<file path="src/rtl/lsd_pkg.sv">
// Shared types and codes for the LED driver serial command decoder.
// No dependencies; imported by lsd_front, lsd_exec and the top level.
`default_nettype none

package lsd_pkg;

   // event codes on req_cmd
   localparam logic [2:0] CMD_STROBE_LOW  = 3'd0;
   localparam logic [2:0] CMD_BYTE        = 3'd1;
   localparam logic [2:0] CMD_READ        = 3'd2;
   localparam logic [2:0] CMD_STROBE_HIGH = 3'd3;
   localparam logic [2:0] CMD_KEY_LOAD    = 3'd4;

   typedef enum logic [2:0] {
      K_STROBE_LOW,
      K_BYTE,
      K_READ,
      K_STROBE_HIGH,
      K_KEY_LOAD,
      K_UNKNOWN
   } kind_type;

   // command group, top two bits of a command byte
   typedef enum logic [1:0] {
      GRP_UNUSED  = 2'b00,
      GRP_MODE    = 2'b01,
      GRP_DISPLAY = 2'b10,
      GRP_ADDR    = 2'b11
   } grp_type;

   typedef enum logic [1:0] {
      ST_OK     = 2'd0,
      ST_RANGE  = 2'd1,
      ST_STRAY  = 2'd2,
      ST_UNUSED = 2'd3
   } status_type;

   // classified transaction handed from front to back
   typedef struct packed {
      kind_type    kind;
      grp_type     group;
      logic [7:0]  data;
      logic [2:0]  key_index;
   } op_type;

   typedef struct packed {
      logic [7:0]  read_data;
      logic        read_valid;
      logic        ram_write_valid;
      logic [3:0]  ram_write_addr;
      logic [7:0]  ram_write_data;
      logic        display_on;
      logic [2:0]  brightness_level;
      status_type  status;
   } rsp_type;

endpackage

`default_nettype wire

</file>
<file path="src/rtl/lsd_fifo.sv">
// Small synchronous queue with registered count and full/empty flags.
// Generic in width and depth; no package dependencies.
`default_nettype none

module lsd_fifo #(
   parameter int WIDTH = 8,
   parameter int DEPTH = 2
) (
   input  wire logic             clock,
   input  wire logic             reset,
   input  wire logic             push,
   input  wire logic [WIDTH-1:0] push_data,
   output logic                  full,
   input  wire logic             pop,
   output logic      [WIDTH-1:0] pop_data,
   output logic                  empty
);

   localparam int PW = (DEPTH > 1) ? $clog2(DEPTH) : 1;
   localparam int CW = $clog2(DEPTH + 1);

   logic [WIDTH-1:0] mem_ff [DEPTH];
   logic [PW-1:0]    wr_ptr_ff, wr_ptr_in;
   logic [PW-1:0]    rd_ptr_ff, rd_ptr_in;
   logic [CW-1:0]    count_ff, count_in;
   logic             do_push, do_pop;

   assign full     = (count_ff == CW'(DEPTH));
   assign empty    = (count_ff == '0);
   assign do_push  = push && !full;
   assign do_pop   = pop && !empty;
   assign pop_data = mem_ff[rd_ptr_ff];

   always_comb begin
      wr_ptr_in = wr_ptr_ff;
      rd_ptr_in = rd_ptr_ff;
      count_in  = count_ff;
      if (do_push) begin
         wr_ptr_in = (wr_ptr_ff == PW'(DEPTH - 1)) ? '0 : wr_ptr_ff + PW'(1);
      end
      if (do_pop) begin
         rd_ptr_in = (rd_ptr_ff == PW'(DEPTH - 1)) ? '0 : rd_ptr_ff + PW'(1);
      end
      if (do_push && !do_pop) begin
         count_in = count_ff + CW'(1);
      end else if (do_pop && !do_push) begin
         count_in = count_ff - CW'(1);
      end
   end

   always_ff @(posedge clock) begin
      if (reset) begin
         wr_ptr_ff <= '0;
         rd_ptr_ff <= '0;
         count_ff  <= '0;
      end else begin
         wr_ptr_ff <= wr_ptr_in;
         rd_ptr_ff <= rd_ptr_in;
         count_ff  <= count_in;
      end
   end

   always_ff @(posedge clock) begin
      if (do_push) begin
         mem_ff[wr_ptr_ff] <= push_data;
      end
   end

endmodule

`default_nettype wire

</file>
<file path="src/rtl/lsd_front.sv">
// Front end: accepts input transactions and classifies them into ops.
// Depends on lsd_pkg.
`default_nettype none

module lsd_front
   import lsd_pkg::*;
(
   input  wire logic       req_push,
   output logic            req_full,
   input  wire logic [2:0] req_cmd,
   input  wire logic [7:0] req_data_byte,
   input  wire logic [2:0] req_key_index,
   input  wire logic       op_full,
   output logic            op_push,
   output op_type          op
);

   kind_type kind;

   always_comb begin
      unique case (req_cmd)
         CMD_STROBE_LOW:  kind = K_STROBE_LOW;
         CMD_BYTE:        kind = K_BYTE;
         CMD_READ:        kind = K_READ;
         CMD_STROBE_HIGH: kind = K_STROBE_HIGH;
         CMD_KEY_LOAD:    kind = K_KEY_LOAD;
         default:         kind = K_UNKNOWN;
      endcase
   end

   assign req_full     = op_full;
   assign op_push      = req_push;
   assign op.kind      = kind;
   assign op.group     = grp_type'(req_data_byte[7:6]);
   assign op.data      = req_data_byte;
   assign op.key_index = req_key_index;

endmodule

`default_nettype wire

</file>
<file path="src/rtl/lsd_exec.sv">
// Back end: frame state machine, mode/display/address registers, key store.
// Executes one op per cycle into the result queue while that queue is not full. Depends on lsd_pkg.
`default_nettype none

module lsd_exec
   import lsd_pkg::*;
#(
   parameter int RAM_BYTES = 14,
   parameter int KEY_BYTES = 5
) (
   input  wire logic   clock,
   input  wire logic   reset,
   input  wire logic   op_valid,
   input  wire op_type op,
   output logic        op_pop,
   input  wire logic   out_full,
   output logic        out_push,
   output rsp_type     out_rsp
);

   localparam int KIW = (KEY_BYTES > 1) ? $clog2(KEY_BYTES) : 1;

   typedef enum logic [1:0] {
      PH_IDLE,
      PH_CMD,
      PH_DATA,
      PH_CLOSED
   } phase_type;

   phase_type      phase_ff, phase_in;
   logic [3:0]     addr_ff, addr_in;
   logic           fixed_ff, fixed_in;
   logic           keyrd_ff, keyrd_in;
   logic           disp_ff, disp_in;
   logic [2:0]     bright_ff, bright_in;
   logic [7:0]     key_ff [KEY_BYTES];
   logic [7:0]     key_in [KEY_BYTES];
   logic [KIW-1:0] kpos_ff, kpos_in;
   logic           go;

   assign go       = op_valid && !out_full;
   assign op_pop   = go;
   assign out_push = go;

   always_comb begin
      phase_in  = phase_ff;
      addr_in   = addr_ff;
      fixed_in  = fixed_ff;
      keyrd_in  = keyrd_ff;
      disp_in   = disp_ff;
      bright_in = bright_ff;
      kpos_in   = kpos_ff;
      key_in    = key_ff;
      out_rsp   = '0;
      out_rsp.status = ST_OK;

      unique case (op.kind)
         K_STROBE_LOW:  phase_in = PH_CMD;
         K_STROBE_HIGH: phase_in = PH_IDLE;
         K_BYTE: begin
            if (phase_ff == PH_CMD) begin
               unique case (op.group)
                  GRP_MODE: begin
                     keyrd_in = op.data[1];
                     fixed_in = op.data[2];
                     if (op.data[1]) begin
                        kpos_in  = '0;
                        phase_in = PH_DATA;
                     end else begin
                        phase_in = PH_CLOSED;
                     end
                  end
                  GRP_DISPLAY: begin
                     disp_in   = op.data[3];
                     bright_in = op.data[2:0];
                     phase_in  = PH_CLOSED;
                  end
                  GRP_ADDR: begin
                     addr_in  = op.data[3:0];
                     phase_in = PH_DATA;
                  end
                  default: begin
                     phase_in       = PH_CLOSED;
                     out_rsp.status = ST_UNUSED;
                  end
               endcase
            end else if (phase_ff == PH_DATA && !keyrd_ff) begin
               if ({1'b0, addr_ff} < 5'(RAM_BYTES)) begin
                  out_rsp.ram_write_valid = 1'b1;
                  out_rsp.ram_write_addr  = addr_ff;
                  out_rsp.ram_write_data  = op.data;
                  if (!fixed_ff) begin
                     addr_in = addr_ff + 4'd1;
                  end
               end else begin
                  out_rsp.status = ST_RANGE;
               end
            end else begin
               out_rsp.status = ST_STRAY;
            end
         end
         K_READ: begin
            if (phase_ff == PH_DATA && keyrd_ff) begin
               out_rsp.read_data  = key_ff[kpos_ff];
               out_rsp.read_valid = 1'b1;
               kpos_in = (kpos_ff == KIW'(KEY_BYTES - 1)) ? '0 : kpos_ff + KIW'(1);
            end else begin
               out_rsp.status = ST_STRAY;
            end
         end
         K_KEY_LOAD: begin
            if ({1'b0, op.key_index} < 4'(KEY_BYTES)) begin
               key_in[op.key_index[KIW-1:0]] = op.data;
            end else begin
               out_rsp.status = ST_RANGE;
            end
         end
         default: out_rsp.status = ST_UNUSED;
      endcase

      // reported display settings include this transaction's update
      out_rsp.display_on       = disp_in;
      out_rsp.brightness_level = bright_in;
   end

   always_ff @(posedge clock) begin
      if (reset) begin
         phase_ff  <= PH_IDLE;
         addr_ff   <= '0;
         fixed_ff  <= 1'b0;
         keyrd_ff  <= 1'b0;
         disp_ff   <= 1'b0;
         bright_ff <= '0;
         kpos_ff   <= '0;
         for (int i = 0; i < KEY_BYTES; i++) begin
            key_ff[i] <= '0;
         end
      end else if (go) begin
         phase_ff  <= phase_in;
         addr_ff   <= addr_in;
         fixed_ff  <= fixed_in;
         keyrd_ff  <= keyrd_in;
         disp_ff   <= disp_in;
         bright_ff <= bright_in;
         kpos_ff   <= kpos_in;
         key_ff    <= key_in;
      end
   end

endmodule

`default_nettype wire

</file>
<file path="src/rtl/led_driver_serial_command_decoder_top.sv">
// Top level of the LED driver serial command decoder.
// Uses lsd_pkg, lsd_front, lsd_fifo and lsd_exec.
//
// Input channel (req_*): one event per transaction (strobe low/high, received
// byte, byte read request, key scan load). A transaction is taken on a clock
// edge with req_push high and req_full low.
// Result channel (rsp_*): exactly one result per input transaction, in order.
// The oldest result sits on the rsp_ ports while rsp_empty is low and is
// taken on an edge with rsp_pop high.
// Path: an accepted transaction is registered in the op queue, then the back
// end executes it into the result queue, which presents it on the rsp_ ports
// until it is popped.
// Throughput: one transaction per cycle while results are popped; the back
// end executes one op per cycle against the frame state.
// Stall: when rsp_pop stays low the two-entry result queue fills, the back
// end stops, the two-entry op queue fills and req_full rises.
// Reset (synchronous): both queues empty, frame idle, modes, display,
// address, key read position and key bytes cleared.
// Display RAM contents are reported through the ram_write_* result fields.
`default_nettype none

module led_driver_serial_command_decoder_top
   import lsd_pkg::*;
#(
   parameter int RAM_BYTES = 14,
   parameter int KEY_BYTES = 5
) (
   input  wire logic       clock,
   input  wire logic       reset,
   input  wire logic       req_push,
   output logic            req_full,
   input  wire logic [2:0] req_cmd,
   input  wire logic [7:0] req_data_byte,
   input  wire logic [2:0] req_key_index,
   output logic            rsp_empty,
   input  wire logic       rsp_pop,
   output logic [7:0]      rsp_read_data,
   output logic            rsp_read_valid,
   output logic            rsp_ram_write_valid,
   output logic [3:0]      rsp_ram_write_addr,
   output logic [7:0]      rsp_ram_write_data,
   output logic            rsp_display_on,
   output logic [2:0]      rsp_brightness_level,
   output logic [1:0]      rsp_status
);

   localparam int OPW  = $bits(op_type);
   localparam int RSPW = $bits(rsp_type);

   op_type           op_w, op_q;
   logic [OPW-1:0]   op_bits;
   logic             op_push, op_full, op_empty, op_pop;
   rsp_type          rsp_w, rsp_q;
   logic [RSPW-1:0]  rsp_bits;
   logic             out_push, out_full;

   lsd_front u_front (
      .req_push      (req_push),
      .req_full      (req_full),
      .req_cmd       (req_cmd),
      .req_data_byte (req_data_byte),
      .req_key_index (req_key_index),
      .op_full       (op_full),
      .op_push       (op_push),
      .op            (op_w)
   );

   lsd_fifo #(.WIDTH(OPW), .DEPTH(2)) u_op_q (
      .clock     (clock),
      .reset     (reset),
      .push      (op_push),
      .push_data (op_w),
      .full      (op_full),
      .pop       (op_pop),
      .pop_data  (op_bits),
      .empty     (op_empty)
   );

   assign op_q = op_type'(op_bits);

   lsd_exec #(.RAM_BYTES(RAM_BYTES), .KEY_BYTES(KEY_BYTES)) u_exec (
      .clock    (clock),
      .reset    (reset),
      .op_valid (!op_empty),
      .op       (op_q),
      .op_pop   (op_pop),
      .out_full (out_full),
      .out_push (out_push),
      .out_rsp  (rsp_w)
   );

   lsd_fifo #(.WIDTH(RSPW), .DEPTH(2)) u_rsp_q (
      .clock     (clock),
      .reset     (reset),
      .push      (out_push),
      .push_data (rsp_w),
      .full      (out_full),
      .pop       (rsp_pop),
      .pop_data  (rsp_bits),
      .empty     (rsp_empty)
   );

   assign rsp_q                = rsp_type'(rsp_bits);
   assign rsp_read_data        = rsp_q.read_data;
   assign rsp_read_valid       = rsp_q.read_valid;
   assign rsp_ram_write_valid  = rsp_q.ram_write_valid;
   assign rsp_ram_write_addr   = rsp_q.ram_write_addr;
   assign rsp_ram_write_data   = rsp_q.ram_write_data;
   assign rsp_display_on       = rsp_q.display_on;
   assign rsp_brightness_level = rsp_q.brightness_level;
   assign rsp_status           = rsp_q.status;

endmodule

`default_nettype wire

</file>
<file path="config.mk">
export PLATFORM = sky130hd
export DESIGN_NAME = led_driver_serial_command_decoder_top
export DESIGN_NICKNAME = d
export VERILOG_FILES = /design/src/rtl/lsd_pkg.sv /design/src/rtl/lsd_fifo.sv /design/src/rtl/lsd_front.sv /design/src/rtl/lsd_exec.sv /design/src/rtl/led_driver_serial_command_decoder_top.sv
export SDC_FILE = /design/constraint.sdc
export NUM_CORES = 1
export LEC_CHECK = 0
export BUFFER_PORTS_ARGS = -buffer_cell sky130_fd_sc_hd__clkbuf_2
export CAP_MARGIN = 20
export CORE_MARGIN = 2
export CORE_UTILIZATION = 50
export CTS_CLUSTER_DIAMETER = 120
export DETAILED_ROUTE_END_ITERATION = 16
export PLACE_DENSITY = 0.7
export SLEW_MARGIN = 30
export SYNTH_ARGS = -nofsm -noshare
export SYNTH_HDL_FRONTEND = slang
export SYNTH_HIERARCHICAL = 1
export SYNTH_SLANG_ARGS = --single-unit
</file>
<file path="constraint.sdc">
create_clock -name clock -period 2.3 [get_ports clock]
set_input_delay 0.46 -clock clock [delete_from_list [all_inputs] [get_ports clock]]
set_output_delay 0.46 -clock clock [all_outputs]
set_load 0.03 [all_outputs]
</file>
==> flow_summary.json <==
{
  "start_kind": "flop",
  "fin_crit_sh_pct": 92.8,
  "synth.avg_cell_area_um2": 13.0,
  "rrSetupSlack_ns": 0.17,
  "cts.reportedPaths.clkPinSlew_ns": 0.06,
  "busiest_layer": "met2",
  "path_delay_family": "compound AO/OA/AOI/OAI gates",
  "crit_path_end": "u_rsp_q/mem_ff[0][0]",
  "yosysUniqueCellTypes": 57,
  "drtAntennaViolNets": 0,
  "cts_tree": "done",
  "total_leakage_power_nw": 3.12,
  "cp_num_cells": 6,
  "ys_seq_area_share_pct": 58.8,
  "vias": 3991,
  "ys_seq_elements": 153,
  "syn_area_um2": 6710,
  "finalHoldViolCount": 0,
  "clkSinkCount": 153,
  "worstReg2RegEnd": "u_rsp_q/mem_ff[0][0]",
  "skew_ns": 0.00793,
  "use_met2_pct": 30.0,
  "gp_congestion": 0.859,
  "dr.first_iter.drc_count": 256,
  "h-tree-depth": 4,
  "antenna_found_initial": 0,
  "worst_pin_slew_ns": 0.501,
  "crit_chain": "buf_4 > mux2_2 > nor2_1 > nor2b_1 > o31ai_1 > o21ai_0",
  "antenna_cells": 0,
  "yosysWarnings": 6,
  "fin_setup_tns_ns": 0,
  "yosysMostFrequentCell": "edfxtp_1",
  "crit_arrival_ns": 2.26,
  "relSlewSlack_pct": 66.5,
  "clock_path_buffers": 2,
  "initial_core_util_pct": 50.8,
  "rsz0062_at_grt": "no",
  "synth_largest_area_cell": "edfxtp_1",
  "finalCriticalPeriod_ns": 2.13,
  "peakVddDrop_mv": 0.588,
  "wire_per_inst_um": 16.4,
  "slowest_delay_ns": 0.40,
  "cts_hold_repair.buffers": 0,
  "met3_usage_pct": 5.85,
  "fin_util_pct": 58.6,
  "power_mw": 9.23,
  "synthCells": 514,
  "cts_buffers": 17,
  "die_area_um2": 14400,
  "synth_nets": 537,
  "cap_violations": 0,
  "grt-ovfl-total": 0,
  "cp_max_fo": 13,
  "setup_violations": 0,
  "die_y_um": 120,
  "dp_hpwl_um": 8300,
  "first_pass_iters": 4,
  "cp_slowest_cell": "dfxtp_1",
  "p_per_area_nw_per_um2": 1190,
  "insertion_delay_ns": 0.43,
  "status": "finished, final reports clean",
  "fmax_ghz": 0.468,
  "worstSetupEndpointType": "flop",
  "grtUsageMet1_pct": 23.5,
  "hold_class": "input pin to flop",
  "synthTopCellsByCount": "edfxtp_1 (88), nor2_1 (70), dfxtp_1 (65), mux2_2 (48), mux2i_1 (46)",
  "area_delta_synth_final_pct": 15.3,
  "grt_max_degree": 45,
  "core_area_um2": 13200,
  "final_max_slew_viol_count": 0,
  "synthTopCellsByArea": "edfxtp_1 (39%), dfxtp_1 (19%), mux2_2 (8.1%)",
  "synth_edf_count": 88,
  "critPathRequiredTime_ns": 2.42,
  "ys_async_sr_fraction_pct": 0,
  "rows": 42,
  "cts_root_buffer": "clkbuf_16",
  "track_usage_pct": 18.7,
  "die_w_um": 120,
  "routed_via_density": 5.35,
  "path_class": "flop to flop",
  "r2r_cells": 6,
  "port_buffers": 47,
  "grt_pass1_vias": 4124,
  "drive_gt1_share_pct": 30.5,
  "grt_pass1_wl_um": 20500,
  "io_pins": 48,
  "crit_buf_inv": 1,
  "synth_top_area_share_pct": 39.4,
  "ys.flop_type": "edfxtp_1",
  "drc_errors": 0,
  "wirelength_um": 12200,
  "nNetsFinal": 580
}
==> logic make-up after synthesis <==
family	synth area share (%)
AO/OA/AOI/OAI	5.92
AND/OR/NAND/NOR	11.5
flip-flops	58.8
buffers and inverters	4.42
XOR/XNOR	0.784
multiplexers	17.6
adder cells (fa/ha/maj)	0.933
==> cells in the final DEF, fill, tap and decap left out, types with 3 or more instances in the layout <==
cell type,count
edfxtp_1,88
nor2_1,70
dfxtp_1,65
mux2_2,48
clkbuf_2,47
mux2i_1,46
buf_4,19
clkbuf_16,18
and2_1,16
o21ai_0,12
inv_1,9
a22oi_1,9
mux4_2,8
a21oi_1,8
nor2b_1,7
xor2_1,6
nor3_1,5
nand2_1,5
ha_1,5
nand2b_1,4
nand3_1,4
o31ai_1,4
or3_1,4
inv_6,3
clkinvlp_4,3
clkbuf_1,3
o211ai_1,3
nand4b_1,3
==> cell type report <==
| class | instances | area [um2] |
|---|---|---|
| Fill cell | 1081 | 5460 |
| Sequential cell | 153 | 3940 |
| Multi-Input combinational cell | 306 | 2500 |
| Clock buffer | 23 | 489 |
| Timing Repair Buffer | 68 | 418 |
| Tap cell | 176 | 220 |
| Clock inverter | 9 | 111 |
| Inverter | 11 | 45.0 |
==> worst register-to-register path, delay by kind of cell, from the launching register on <==
family | cells | cell delay [ns]
AO/OA/AOI/OAI | 2 | 0.42
flip-flops | 1 | 0.40
multiplexers | 1 | 0.40
AND/OR/NAND/NOR | 2 | 0.37
buffers and inverters | 1 | 0.24
==> report_power, final <==
group          total, mW  switching, mW  internal (mW)  leakage, nW
clock network       2.79           1.06           1.72        0.290
registers           3.59          0.148           3.44         1.35
logic               2.86           1.84           1.02         1.48
==> state kept, by name, summed over array words and instances (netlist names), 2 cells and up, named ones only <==
register          cells
u_exec/addr_ff        4
u_rsp_q/mem_ff       56
u_exec/kpos_ff        3
u_exec/bright_ff      3
u_exec/key_ff        40
u_rsp_q/count_ff      2
u_op_q/mem_ff        32
u_exec/phase_ff       2
u_op_q/count_ff       2
==> stage by stage <==
step	area, um2	instances	hold WS, ns	worst slack (ns)
floorplan	6720	514	0.452	0.0357
global placement	7100	714	0.469	0.196
detailed placement	7100	714	0.479	0.0967
CTS	7700	746	0.206	0.103
global route	7730	746	0.206	0.0593
finish	7730	746	0.220	0.165
==> how the worst min path moves through the flow <==
stage                                  from                  end  slack, ns  depth (start not counted)
final                      req_data_byte[3]  u_op_q/mem_ff[1][6]       0.22                          1
after global routing       req_key_index[1]  u_op_q/mem_ff[0][1]       0.21                          1
after global placement    u_rsp_q/wr_ptr_ff    u_rsp_q/wr_ptr_ff       0.47                          2
after detailed placement  u_rsp_q/wr_ptr_ff    u_rsp_q/wr_ptr_ff       0.48                          2
after floorplan            u_op_q/wr_ptr_ff     u_op_q/wr_ptr_ff       0.45                          2
after CTS                  req_data_byte[0]  u_op_q/mem_ff[1][3]       0.21                          1
==> metal layers <==
metal / vias to the layer above / wire length (um)
met5: - / 0
met4: 0 / 241
met3: 20 / 580
met2: 85 / 5810
met1: 1933 / 5610
li1: 1953 / -
==> repair_timing <==
item,4_1_cts,5_1_grt
endpoints found under the setup margin,0,12
setup buffers,0,0
gates resized for setup,0,6
No activity file was read; power rests on OpenSTA's default activity.
